--- src/sv/double_hash_table_lookup_insert_top_macros.svh ---
// assertion macros for the hash table block
`ifndef DOUBLE_HASH_TABLE_LOOKUP_INSERT_TOP_MACROS_SVH
`define DOUBLE_HASH_TABLE_LOOKUP_INSERT_TOP_MACROS_SVH

// same-cycle implication, checked outside reset
`define DHT_ASSERT_IMPL(lbl, ante, cons, msg) \
	lbl: assert property (@(posedge clk) disable iff (!arst_n) (ante) |-> (cons)) \
		else $error(msg);

// next-cycle implication, checked outside reset
`define DHT_ASSERT_NEXT(lbl, ante, cons, msg) \
	lbl: assert property (@(posedge clk) disable iff (!arst_n) (ante) |=> (cons)) \
		else $error(msg);

`endif

--- src/sv/dhtl_pkg.sv ---
// shared constants and types of the hash table block
package dhtl_pkg;

	localparam int SLOTS_DEF      = 1024;
	localparam int KEY_BYTES_DEF  = 8;
	localparam int DATA_WIDTH_DEF = 32;

	localparam int HASH_W    = 32;
	localparam int MOD_DIGIT = 4;
	localparam int TS_W      = 10;
	localparam int SLOT_W    = 10;
	localparam int LEN_W     = 4;
	localparam int PADDR_W   = 3;
	localparam int PDATA_W   = 32;

	localparam logic [TS_W-1:0] TS_RESET = 10'd521;
	localparam logic            REG_TABLE_SIZE = 1'b0;

	typedef enum logic [1:0] {
		STS_FOUND     = 2'd0,
		STS_INSERTED  = 2'd1,
		STS_NOT_FOUND = 2'd2,
		STS_FULL      = 2'd3
	} status_t;

endpackage

--- src/sv/dhtl_mod.sv ---
// iterative remainder unit, MOD_DIGIT dividend bits per step
module dhtl_mod #(
	parameter int IDX_W = 10
) (
	input  logic                      clk,
	input  logic                      arst_n,
	input  logic                      start,
	input  logic [dhtl_pkg::HASH_W-1:0] dividend,
	input  logic [IDX_W-1:0]          divisor,
	output logic                      done,
	output logic [IDX_W-1:0]          rem
);
	import dhtl_pkg::*;

	localparam int STEPS = HASH_W / MOD_DIGIT;
	localparam int CNT_W = (STEPS > 1) ? $clog2(STEPS) : 1;

	logic              busy_q;
	logic              done_q;
	logic [CNT_W-1:0]  cnt_q;
	logic [HASH_W-1:0] dvd_q;
	logic [IDX_W-1:0]  div_q;
	logic [IDX_W-1:0]  rem_q;
	logic [IDX_W-1:0]  rem_nx;

	// restoring remainder over one digit
	always_comb begin
		logic [IDX_W:0]   t;
		logic [IDX_W-1:0] r;
		r = rem_q;
		for (int k = 0; k < MOD_DIGIT; k++) begin
			t = {r, dvd_q[HASH_W-1-k]};
			if (t >= {1'b0, div_q}) begin
				t = t - {1'b0, div_q};
			end
			r = t[IDX_W-1:0];
		end
		rem_nx = r;
	end

	always_ff @(posedge clk or negedge arst_n) begin
		if (!arst_n) begin
			busy_q <= 1'b0;
			done_q <= 1'b0;
			cnt_q  <= '0;
		end else begin
			done_q <= 1'b0;
			if (start) begin
				busy_q <= 1'b1;
				cnt_q  <= '0;
			end else if (busy_q) begin
				cnt_q <= cnt_q + 1'b1;
				if (cnt_q == CNT_W'(STEPS - 1)) begin
					busy_q <= 1'b0;
					done_q <= 1'b1;
				end
			end
		end
	end

	always_ff @(posedge clk) begin
		if (start) begin
			dvd_q <= dividend;
			div_q <= divisor;
			rem_q <= '0;
		end else if (busy_q) begin
			dvd_q <= dvd_q << MOD_DIGIT;
			rem_q <= rem_nx;
		end
	end

	assign done = done_q;
	assign rem  = rem_q;

endmodule

--- config.mk ---
export PLATFORM = sky130hd
export DESIGN_NAME = dhtl_mod
export DESIGN_NICKNAME = d
export VERILOG_FILES = /design/src/sv/double_hash_table_lookup_insert_top_macros.svh /design/src/sv/dhtl_pkg.sv /design/src/sv/dhtl_mod.sv
export SDC_FILE = /design/constraint.sdc
export NUM_CORES = 1
export LEC_CHECK = 0
export BUFFER_PORTS_ARGS = -buffer_cell sky130_fd_sc_hd__buf_2
export CAP_MARGIN = 20
export CORE_UTILIZATION = 40
export DETAILED_ROUTE_END_ITERATION = 7
export PLACE_DENSITY = 0.63
export SYNTH_ARGS = -nofsm -noshare
export SYNTH_HDL_FRONTEND = slang
export SYNTH_SLANG_ARGS = --single-unit
--- constraint.sdc ---
create_clock -name clk -period 10.9 [get_ports clk]
set_input_delay 0.545 -clock clk [delete_from_list [all_inputs] [get_ports clk]]
set_output_delay 0.545 -clock clk [all_outputs]
set_load 0.005 [all_outputs]
# Word-level counts from Yosys, hierarchy flattened
# Cells that the tools add are included.
# op_classes
n_eq_ne	1
magnitude_cmp	4
add_sub_neg	5
n_mux	14
reduce_logical	1
# ops
operator	count
2-to-1 mux 32 bit	2
>= comparator 11 x 10 -> 1 bit	4
2-to-1 mux 10 bit	4
subtractor 10 bit	4
2-to-1 mux 1 bit	6
2-to-1 mux 3 bit	2
adder 3 x 1 -> 3 bit (second input constant)	1
equality test 3 bit (second input constant)	1
nonzero test 2 bit	1
# totals
register_bits	57

# Logic depth before layout (Yosys ltp)
# logic_depth
depth_word	8
depth_mapped	40
mapped_depth_nobuf	37

# Worst setup path after synthesis
# OpenSTA, ideal clock, no wires.
# synth_timing
path_kind	reg2reg
from	register div_q[1]
to	register rem_q[9], in the netlist rem[9]
setup_time_ns	0.122
stages_incl_launch_ff	39
arrival_ns	7.916
path_slack_ns	2.862
cell_sequence	edfxtp_1 -> inv_1 -> ha_1 -> nor2b_1 -> o2111ai_2 -> nand3b_1 -> a21oi_2 -> buf_2 -> nor2_1 -> a21oi_1 -> inv_1 -> ha_1 -> nor2b_1 -> o2111ai_1 -> a31oi_1 -> o21ai_0 -> o211ai_2 -> buf_6 -> [... 3 more ...] -> a21o_1 -> nor3_1 -> o211ai_1 -> and2_1 -> a211oi_1 -> o21a_1 -> nand2_2 -> mux2i_1 -> inv_1 -> ha_1 -> a2111oi_0 -> nand2_1 -> o22a_1 -> a211oi_1 -> o31ai_2 -> or2_1 -> buf_6 -> a311o_1
# synth_via
elab_chain_len	8
word_cells_on_any_way	12
cone_classes	add/sub (4); order compare (4); mux (4)
# synth_lines
element	line_no	text
from (decl)	dhtl_mod.sv:22	logic [IDX_W-1:0] div_q;
from (signal assigned)	dhtl_mod.sv:64	div_q <= divisor;
subtractor 10 bit / >= comparator 11 x 10 -> 1 bit (equally long branches)	dhtl_mod.sv:34, dhtl_mod.sv:33	
2-to-1 mux 10 bit	dhtl_mod.sv:33	if (t >= {1'b0, div_q}) begin
subtractor 10 bit / >= comparator 11 x 10 -> 1 bit (equally long branches)	dhtl_mod.sv:34, dhtl_mod.sv:33	
2-to-1 mux 10 bit	dhtl_mod.sv:33	
subtractor 10 bit / >= comparator 11 x 10 -> 1 bit (equally long branches)	dhtl_mod.sv:34, dhtl_mod.sv:33	
2-to-1 mux 10 bit	dhtl_mod.sv:33	
subtractor 10 bit / >= comparator 11 x 10 -> 1 bit (equally long branches)	dhtl_mod.sv:34, dhtl_mod.sv:33	
2-to-1 mux 10 bit (*)	dhtl_mod.sv:33	
to (signal assigned)	dhtl_mod.sv:68	rem_q <= rem_nx;
to (decl)	dhtl_mod.sv:23	logic [IDX_W-1:0] rem_q;
# Mark *: on every way between the ends. The rest lies on a longest branch, timed or not.
# A chain may end at the register's enable or synchronous reset.

# Worst setup path after layout
# Ends and elaborated chain as after synthesis.

==> reports/metrics.yaml <==
outcome:
  outcome: "finished, final reports clean"
clock_tree:
  cts-resized-gates: 0
  cts_sinks: 57
  cts.path.max_buffers: 2
  postCtsSetupBuffers: 0
  ctsHoldBuffers: 0
  cts-root-buf: "clkbuf_16"
  cts_tree: "yes"
  clkLatencyLatePin_ps: 330
  h-tree-depth: 3
  cts.clk_slew.worst_paths_ps: 50
  cts-buffers-inserted: 9
layout:
  antenna_cells: 0
  multi_input_area_sq_mm: 0.00274
  num-fill-cells: 1018
  syn_to_final_growth_pct: 15.5
  final_cell_mix: "buf_2 (55), ha_1 (42), edfxtp_1 (42)"
  design_area_sq_mm: 0.00524
  drive_gt1_share_pct: 24.3
  fin_nets: 597
  final_common_cell: "buf_2"
  seqCellArea_sq_mm: 0.00159
synth:
  syn-num-nets: 541
  avgSynthCellArea_sq_um: 10.1
  async_reset_ff_share_pct: 8.77
  synth_flop_cell: "edfxtp_1"
  ys_warn_count: 0
  synth-edff-count: 42
  ys_ff_latch: 57
  synth_cell_type_count: 59
  synth_seq_area_share_pct: 35.0
  syn-instance-count: 450
  synth_area_sq_mm: 0.00454
drt:
  via_count: 3743
  drtIter0Drc: 217
  dr.pass1.iters: 5
  wirelength_mm: 11.5
  ant_nets: 0
  wire_per_inst_microns: 17.7
  vias_per_cell: 5.75
  drcViolationCount: 0
setup_path:
  critPathMaxFanout: 20
  rr_worst_depth: 34
  critical_path_arrival_ps: 9490
  slowest_stage: "a21oi_2"
  critPathMostFrequentCell: "ha_1"
  required_ps: 11110
  cp-start-kind: "flop"
  cp-end-kind: "flop"
  path_class: "reg -> reg"
  r2r_start: "div_q[1]$_DFFE_PP_"
  slowest_delay_ps: 500
  critPathLaunch: "div_q[1]$_DFFE_PP_"
floorplan:
  core_area_sq_mm: 0.0109
  num_rows: 38
  die_w_microns: 109
  start_util_pct: 41.5
  die_h_microns: 109
  die-area_sq_mm: 0.0118
  num_io_pins: 56
sta:
  drv_slew: 0
  clock_skew_ps: 7.27
  rsz0062_at_grt: "no"
  max_freq_mhz: 108
  finalCritPeriodShare_pct: 85.2
  worstMarginPinSlew_ps: 805
  maxSlewHeadroom_pct: 46.2
  setup_viol: 0
  finalHoldViolCount: 0
  setup_tns_ps: 0
  period_minus_slack_ps: 9280
place:
  placed_area_sq_mm: 0.00494
  gp_congestion: 0.940
  port_buffers: 55
  hpwl_mm: 8.91
hold_path:
  min_path_type: "in -> async"
global_route:
  grtUsageTotal_pct: 21.0
  grt_pass1_wl_mm: 18.5
  overflow: 0
  antenna_found_initial: 0
  grt_max_degree: 57
  first_global_vias: 3735
job:
  cap_violations: 0
-- metal layers --
metal | global-route usage [%] | routed length (microns) | up-vias
met4 | 9.36 | 393 | 0
met1 | 25.4 | 4990 | 1768
met3 | 4.88 | 828 | 36
li1 | - | - | 1786
met2 | 35.2 | 5310 | 153
met5 | 0 | 0 | -
-- cells by family after synthesis --
group,Yosys count,synth area share [%]
DFF,57,35.0
adders and majority gates,46,13.3
xor gates and xnor gates,28,5.41
and+or+nand+nor,106,11.6
AOI/OAI and AO/OA,115,18.5
muxes,48,11.6
buffers and inverters,50,4.55
-- Yosys cell counts, drive strengths merged, types with 3 or more instances --
master	count	area [sq um]
and3	4	25.0
a2111oi	3	45.1
fa	4	80.1
dfrtp	5	125
buf	6	41.3
o21a	7	52.6
o21bai	4	33.8
nor2	30	113
o211ai	5	42.5
a41oi	5	43.8
nor3b	5	37.5
inv	38	143
and2	7	43.8
mux2	36	405
a21o	15	113
a211oi	4	35.0
nand3	5	25.0
dfxtp	10	200
o21ai	18	90.1
xor2	9	78.8
ha	42	526
nor3	9	45.0
edfxtp	42	1260
nand2b	3	18.8
nand2	23	91.3
clkbuf	6	22.5
xnor2	19	166
nand4	7	43.8
nor2b	7	43.8
a31oi	3	18.8
o31ai	11	92.6
mux2i	12	120
a21oi	27	143
-- per-stage QoR --
| step | hold slack (ps) | utilization [%] | setup WS, ps | instances |
|---|---|---|---|---|
| floorplan | 249 | - | 2860 | 450 |
| global placement | 363 | 45.2 | 1980 | 635 |
| detailed placement | 370 | 45.2 | 1750 | 635 |
| CTS | 20.1 | 47.9 | 1700 | 651 |
| global route | 19.5 | 47.9 | 849 | 651 |
| finish | 25.1 | 47.9 | 1620 | 651 |
-- worst max-delay path: cells and delay by family (launching register included) --
family	cells	cell delay [ps]
flip-flops	1	460
multiplexers	2	720
AO/OA/AOI/OAI	16	4560
adder cells (fa/ha/maj)	4	1310
buffers and inverters	3	480
AND/OR/NAND/NOR	9	1580
-- final timing paths --
check / to / slack [ps]
setup / recovery: rem[9]$_SDFFE_PP0P_ / 1620
hold / removal: done$_DFF_PN0_ / 30
setup reg to reg: rem[9]$_SDFFE_PP0P_ / 1620
hold reg to reg: cnt_q[1]$_DFFE_PN0P_ / 540
max in group asynchronous: cnt_q[1]$_DFFE_PN0P_ / 10740
min in group clk: div_q[5]$_DFFE_PP_ / 390
-- area by class of cell --
| type | instances | share of cell area, % |
|---|---|---|
| Tap cell | 140 | 3.34 |
| Sequential cell | 57 | 30.3 |
| Clock inverter | 7 | 1.48 |
| Clock buffer | 9 | 4.30 |
| Multi-Input combinational cell | 343 | 52.4 |
| Inverter | 38 | 2.72 |
| Timing Repair Buffer | 57 | 5.54 |
-- sequential cells by signal, indices dropped and copies added, names as in the netlist --
name / flops
busy_q: 1
cnt_q: 3
dvd_q: 32
rem: 10
div_q: 10
done: 1
Power is left out: the tool's default activity adds up to more than one toggle a clock period on the data nets, which glitch-free logic cannot reach.
