File: src/sv/double_hash_table_lookup_insert_top_macros.svh
// assertion macros for the hash table block
`ifndef DOUBLE_HASH_TABLE_LOOKUP_INSERT_TOP_MACROS_SVH
`define DOUBLE_HASH_TABLE_LOOKUP_INSERT_TOP_MACROS_SVH

// same-cycle implication, checked outside reset
`define DHT_ASSERT_IMPL(lbl, ante, cons, msg) \
	lbl: assert property (@(posedge clk) disable iff (!arst_n) (ante) |-> (cons)) \
		else $error(msg);

// next-cycle implication, checked outside reset
`define DHT_ASSERT_NEXT(lbl, ante, cons, msg) \
	lbl: assert property (@(posedge clk) disable iff (!arst_n) (ante) |=> (cons)) \
		else $error(msg);

`endif

File: src/sv/dhtl_ram.sv
// generic single-write, single-read ram with registered read data
module dhtl_ram #(
	parameter int WIDTH = 8,
	parameter int DEPTH = 16
) (
	input  logic                     clk,
	input  logic                     we,
	input  logic [$clog2(DEPTH)-1:0] waddr,
	input  logic [WIDTH-1:0]         wdata,
	input  logic [$clog2(DEPTH)-1:0] raddr,
	output logic [WIDTH-1:0]         rdata
);

	logic [WIDTH-1:0] mem_q [DEPTH];

	always_ff @(posedge clk) begin
		if (we) begin
			mem_q[waddr] <= wdata;
		end
		rdata <= mem_q[raddr];
	end

endmodule

File: config.mk
export PLATFORM = sky130hd
export DESIGN_NAME = dhtl_ram
export DESIGN_NICKNAME = d
export VERILOG_FILES = /design/src/sv/double_hash_table_lookup_insert_top_macros.svh /design/src/sv/dhtl_ram.sv
export SDC_FILE = /design/constraint.sdc
export NUM_CORES = 1
export LEC_CHECK = 0
export BUFFER_PORTS_ARGS = -buffer_cell sky130_fd_sc_hd__buf_2
export CAP_MARGIN = 15
export CORE_MARGIN = 2
export CORE_UTILIZATION = 58
export CTS_CLUSTER_SIZE = 40
export DETAILED_ROUTE_END_ITERATION = 8
export PLACE_DENSITY = 0.76
export SLEW_MARGIN = 20
export SYNTH_ARGS = -nofsm -noshare
export SYNTH_HDL_FRONTEND = slang
export SYNTH_SLANG_ARGS = --single-unit
File: constraint.sdc
create_clock -name clk -period 2.5 [get_ports clk]
set_clock_uncertainty 0.15 [all_clocks]
set_input_delay 0.625 -clock clk [delete_from_list [all_inputs] [get_ports clk]]
set_output_delay 0.625 -clock clk [all_outputs]
set_load 0.02 [all_outputs]
# After elaboration in Yosys (flattened, before gate mapping)
# Memory sizes are Yosys's and may differ from the RTL's. A register that Yosys moved wholly into a read port is not among the register bits.
# Cells that the tools add are included.
# word_totals
latchBits,0
romBits,0
wordCells,3
regBits,0
ramBits,128
memories,1
# memory_table
memory,depth,word_bits,read_ports,rd_clocked_by_memory_dff,wr,line_no,text
mem_q,16,8,1,1,1,dhtl_ram.sv:14,logic [WIDTH-1:0] mem_q [DEPTH];
# classes
div_mod_pow,0
multipliers,0
add_sub_neg,0
bitwise_logic,0
mux,2
reduce_logical,0
order_cmp,0
eq_ne,0
shift,0
# op_table
cell,count
1-bit two-way mux,2

# Longest topological paths before layout
# Gate-level depths: netlist of run 1.
# logic_depth
depth_word,2
depth_mapped,5
depth_no_buf,3

# Worst setup path before layout of run 1
# OpenSTA, ideal clock, no wires.
# synth_timing
path_type,input to register
from,input port waddr[2]
to,"memory mem_q[0][0], enable pin"
required_ns,1.967
n_path_buf,0
cell_stages,2
setup_time_ns,0.383
t_arrival_ns,1.735
path_slack_ns,0.232
cell_sequence,or3b_2 -> nor3_1
# synth_rtl
item,line_no,text
from (decl),dhtl_ram.sv:8,"input logic [$clog2(DEPTH)-1:0] waddr,"
to (decl),dhtl_ram.sv:14,
# Straight into the memory's write port.

# Worst setup path in the final report of run 1
# layout_timing
from,"register rdata[4], read port of mem_q"
to,output port rdata[4]
# layout_rtl
item,line_no,text
from (decl),dhtl_ram.sv:11,output logic [WIDTH-1:0] rdata
# No word-level cell between the ends.

==> results.py, run 1 <==
metrics = {
    "power": {
        "leakagePower_nw": 2.12,
        "peakVddDrop_v": 0.000554,
        "p_per_area_nw_per_um2": 886,
    },
    "synth": {
        "netlist_area_um2": 5150,
        "ys_ff_latch": 136,
        "synth-edff-count": 128,
        "syn_nets": 247,
        "async_reset_ff_frac": 0,
        "yosysTopAreaCell": "edfxtp_1",
        "syn_inst": 229,
        "ys_top_cells_by_area": "edfxtp_1 75%, mux4_2 7.9%, mux4_1 7.1%, dfxtp_1 3.1%, a22oi_1 2.3%",
        "netlist-cell-type-count": 19,
        "ys.flop_type": "edfxtp_1",
        "syn_area_per_cell_um2": 22.5,
        "ys_seq_area_frac": 0.778,
        "yosysWarnings": 0,
        "synth_most_common_cell": "edfxtp_1",
        "ys_top_cells_by_count": "128 x edfxtp_1, 18 x mux4_2, 16 x a22oi_1, 14 x mux4_1, 13 x nor2_1",
        "synth_top_cell_area_share": 0.747,
    },
    "global_route": {
        "grt_usage": 0.235,
        "antenna_found_initial": 0,
        "grt_pass1_vias": 2567,
        "grt_pass1_wl_um": 15900,
        "grt_overflow": 0,
        "grt_max_degree": 33,
    },
    "drt": {
        "viasPerCell": 6.27,
        "wl_per_cell_um": 25.4,
        "via_count": 2546,
        "drtPass1Iterations": 4,
        "drc_errors": 0,
        "totalWireLength_um": 10300,
        "drt_iter0_drc": 247,
        "ant_nets": 0,
    },
    "status": {
        "outcome": "completed",
    },
    "placement": {
        "portBuffers": 25,
        "hpwlAfterDp_um": 5750,
        "placed_area_um2": 5510,
        "gp_congestion": 0.860,
    },
    "worst_setup_path": {
        "critPathSlowestCell": "dfxtp_1",
        "path_delay_family": "flip-flops",
        "required_ns": 1.73,
        "crit_arrival_ns": 1.03,
        "critPathLaunchType": "flip-flop",
        "path_class": "reg2out",
        "path_buf_inv": 1,
        "startpoint": "rdata[4]",
        "endpoint_kind": "output pin",
        "path_max_fanout": 1,
        "r2r_start": "mem_q[9][1]",
        "worstPathCellList": "buf_2",
        "cp_slowest_stage_delay_ns": 0.35,
    },
    "cts": {
        "cts_resized": 0,
        "cts_hold_buf": 0,
        "cts_tree": "yes",
        "root_buffer": "clkbuf_8",
        "cts_setup_buffers": 0,
        "clock_latency_ns": 0.51,
        "clk_pin_slew_ns": 0.06,
        "clockBufferDepth": 2,
        "clock-sinks": 136,
        "numCtsBuffers": 17,
        "htreeDepth": 4,
    },
    "timing": {
        "finalCriticalPeriod_ns": 1.81,
        "setup_viol": 0,
        "worst_pin_slew_ns": 0.412,
        "fin_tns_setup_ns": 0,
        "slew_viol_final": 0,
        "finalHoldViolCount": 0,
        "rsz0062_at_grt": "false",
        "fmax_mhz": 553,
        "relSlewSlack": 0.725,
        "fin_crit_sh": 0.724,
    },
    "die": {
        "std_cell_rows": 34,
        "die_y_um": 98.2,
        "die-area_um2": 9640,
        "initial_utilization": 0.593,
        "core_region_area_um2": 8680,
        "pin_count": 26,
        "die_x_um": 98.2,
    },
    "hold_path": {
        "hold_path.class": "in2reg",
        "worstHoldStart": "wdata[7]",
    },
    "run": {
        "drv_cap": 0,
    },
    "cells_and_area": {
        "final_util": 0.708,
        "fin_nets": 303,
        "fin_area_um2": 6140,
        "drive_above_1_share": 0.319,
        "syn2layout_area_growth_pct": 19.3,
        "antenna_cells": 0,
        "fill_cells": 517,
    },
}
-- metal layers --
layer  track usage  share of wire  routed length (um)
met3        0.0687          0.065                 669
met5             0              0                   0
met1         0.344           0.43                4410
met4        0.0885          0.018                 183
met2         0.345           0.49                5070
-- layout make-up --
| cell class | instances | area (um2) | area share |
|---|---|---|---|
| repair buffers | 47 | 315 | 0.0513 |
| well taps | 108 | 135 | 0.0220 |
| clock buffers | 19 | 432 | 0.0703 |
| clock inverters | 13 | 200 | 0.0326 |
| multi-input cells | 83 | 1060 | 0.172 |
| flip-flops and latches | 136 | 4000 | 0.652 |
-- final timing paths --
kind                                     to  slack [ns]  cells past startpoint
worst max-delay path               rdata[4]        0.69                      1
worst min-delay path            mem_q[4][7]        0.35                      1
worst max register to register     rdata[1]        0.94                      3
worst min register to register     rdata[2]        0.51                      3
-- metrics by stage --
stage | power (mW) | setup slack [ns] | instances | hold WS [ns]
3_3_place_gp | 2.86 | 0.287 | 374 | 0.500
2_1_floorplan | 2.76 | 0.232 | 229 | 0.479
6_report | 5.44 | 0.691 | 406 | 0.348
4_1_cts | 5.48 | 0.662 | 406 | 0.314
5_1_grt | 5.60 | 0.649 | 406 | 0.327
3_5_place_dp | 2.86 | 0.277 | 374 | 0.506
-- cells by family (layout without fill, tap and decap cells) --
group,count (synthesis),count (layout),share of synthesized area
AO/OA/AOI/OAI,16,16,0.0233
flip-flops,136,136,0.778
buffers and inverters,10,79,0.0168
AND/OR/NAND/NOR,35,35,0.0318
multiplexers,32,32,0.150
-- layout by cell type (no fill, tap or decap), drive strengths merged, types with 2 or more instances in the layout --
cell type and instances:
edfxtp 128, nand2 9, mux4 32, clkbuf 19
nor2 13, buf 47, clkinv 5, a22oi 16
nand2b 2, dfxtp 8, nand3b 2, bufinv 5
clkinvlp 2, nor3 4
-- state kept, by name, summed over array words and instances, names as in the netlist --
signal and count:
mem_q 128, rdata 8
-- power by group --
part | switching, mW | internal, mW
clock network | 0.884 | 1.74
registers | 0.0171 | 2.55
logic | 0.149 | 0.104
Power figures use the tool's default switching activity.
==> inputs of run 2 (changes only) <==
- clock period: 2.5 -> 1.8 ns (I/O delays scaled with it)
==> run 2 against run 1 <==
  * Clock power up 27%
  * Non-clock buffer count up 9
  * Final area up 0.49%
  * Combinational power up 46%
  * Critical endpoint is now rdata[2]
==> results.py, run 2 (synthesis gave the netlist of run 1 again) <==
metrics = {
    "worst_setup_path": {
        "r2r_start": "mem_q[1][5]",
        "required_ns": 1.20,
        "endpoint_kind": "output pin",
        "critPathSlowestCell": "dfxtp_1",
        "path_max_fanout": 1,
        "crit_arrival_ns": 1.05,
        "worstPathCellList": "buf_2",
        "critPathLaunchType": "flip-flop",
        "cp_slowest_stage_delay_ns": 0.36,
        "r2r_cells": 3,
        "r2r_end": "rdata[5]",
        "r2r_slack_ns": 0.18,
        "path_class": "reg2out",
        "path_delay_family": "flip-flops",
        "path_buf_inv": 1,
    },
    "placement": {
        "portBuffers": 25,
        "placed_area_um2": 5600,
        "gp_congestion": 0.753,
        "hpwlAfterDp_um": 6190,
        "dp.cells": 383,
        "pre_cts_ws_ns": -0.210,
    },
    "cells_and_area": {
        "fin_nets": 312,
        "drive_above_1_share": 0.336,
        "syn2layout_area_growth_pct": 19.9,
        "antenna_cells": 0,
        "multi_input_area_um2": 1060,
        "final_util": 0.711,
        "final_cell_mix": "128 x edfxtp_1, 28 x buf_4, 25 x buf_2",
        "fin_area_um2": 6170,
        "largest_reg_flops": 128,
        "layout_commonest_cell": "edfxtp_1",
        "regMostFlops": "mem_q",
        "reg.largest.list": "mem_q x128, rdata x8",
        "seqCellArea_um2": 4000,
        "finalNonFillerCells": 415,
        "fill_cells": 504,
    },
    "global_route": {
        "antenna_found_initial": 0,
        "grt_usage": 0.242,
        "grt_max_degree": 26,
        "grt_pass1_vias": 2725,
        "grt_pass1_wl_um": 16400,
        "grt_overflow": 0,
    },
    "cts": {
        "clockBufferDepth": 2,
        "clk_pin_slew_ns": 0.06,
        "cts_hold_buf": 0,
        "htreeDepth": 4,
        "cts_resized": 0,
        "cts_setup_buffers": 0,
        "cts_tree": "yes",
        "numCtsBuffers": 17,
        "root_buffer": "clkbuf_8",
        "clock_latency_ns": 0.51,
        "clock-sinks": 136,
    },
    "hold_path": {
        "min_to": "mem_q[10][2]",
        "worstHoldStart": "wdata[2]",
        "hold_depth": 1,
        "hold_path.class": "in2reg",
    },
    "die": {
        "initial_utilization": 0.593,
        "core_region_area_um2": 8680,
        "die-area_um2": 9640,
        "pin_count": 26,
        "die_x_um": 98.2,
        "std_cell_rows": 34,
        "die_y_um": 98.2,
    },
    "status": {
        "outcome": "completed",
    },
    "power": {
        "peakVddDrop_v": 0.000849,
        "fin_total_pwr_mw": 7.25,
        "p_per_area_nw_per_um2": 1170,
        "leakagePower_nw": 2.14,
    },
    "timing": {
        "slew_viol_final": 0,
        "fmax_mhz": 607,
        "relSlewSlack": 0.529,
        "worst_slack_ns": 0.153,
        "setup_viol": 0,
        "rsz0062_at_grt": "false",
        "fin_tns_setup_ns": 0,
        "finalHoldViolCount": 0,
        "finalCriticalPeriod_ns": 1.65,
        "holdWs_ns": 0.166,
        "fin_crit_sh": 0.915,
        "worst_pin_slew_ns": 0.704,
    },
    "drt": {
        "totalWireLength_um": 10500,
        "wl_per_cell_um": 25.4,
        "via_count": 2575,
        "drtPass1Iterations": 6,
        "ant_nets": 0,
        "drc_errors": 0,
        "drt_iter0_drc": 226,
        "viasPerCell": 6.20,
    },
    "run": {
        "drv_cap": 0,
    },
}
==> run 2: final cells by class <==
cell class                      instances  share of cell area
Tap cell                              108              0.0219
Multi-Input combinational cell         83               0.172
Clock buffer                           19              0.0683
Clock inverter                         13              0.0251
Timing Repair Buffer                   56              0.0640
Sequential cell                       136               0.649
==> run 2: worst max-delay path by stage <==
| stage | depth (start not counted) | startpoint | slack, ns | end |
|---|---|---|---|---|
| 3_5_place_dp | 5 | raddr[0] | -0.21 | rdata[5] |
| 2_1_floorplan | 2 | waddr[2] | -0.07 | mem_q[3][0] |
| 4_1_cts | 1 | rdata[2] | 0.13 | rdata[2] |
| 3_3_place_gp | 5 | raddr[0] | -0.21 | rdata[5] |
| 5_1_grt | 3 | mem_q[1][5] | 0.09 | rdata[5] |
| 6_report | 1 | rdata[2] | 0.15 | rdata[2] |
==> run 2: report_power, final <==
| group | switching [mW] | internal (mW) | total, mW |
|---|---|---|---|
| Combinational | 0.213 | 0.157 | 0.370 |
| Sequential | 0.0235 | 3.54 | 3.57 |
| Clock | 1.22 | 2.09 | 3.32 |
| Total | 1.46 | 5.79 | 7.25 |
==> run 2: routing by layer <==
layer  wire length, um  global-route usage
met1              4170               0.332
met2              5340               0.377
met3               838              0.0637
met4               186               0.100
met5                 0                   0
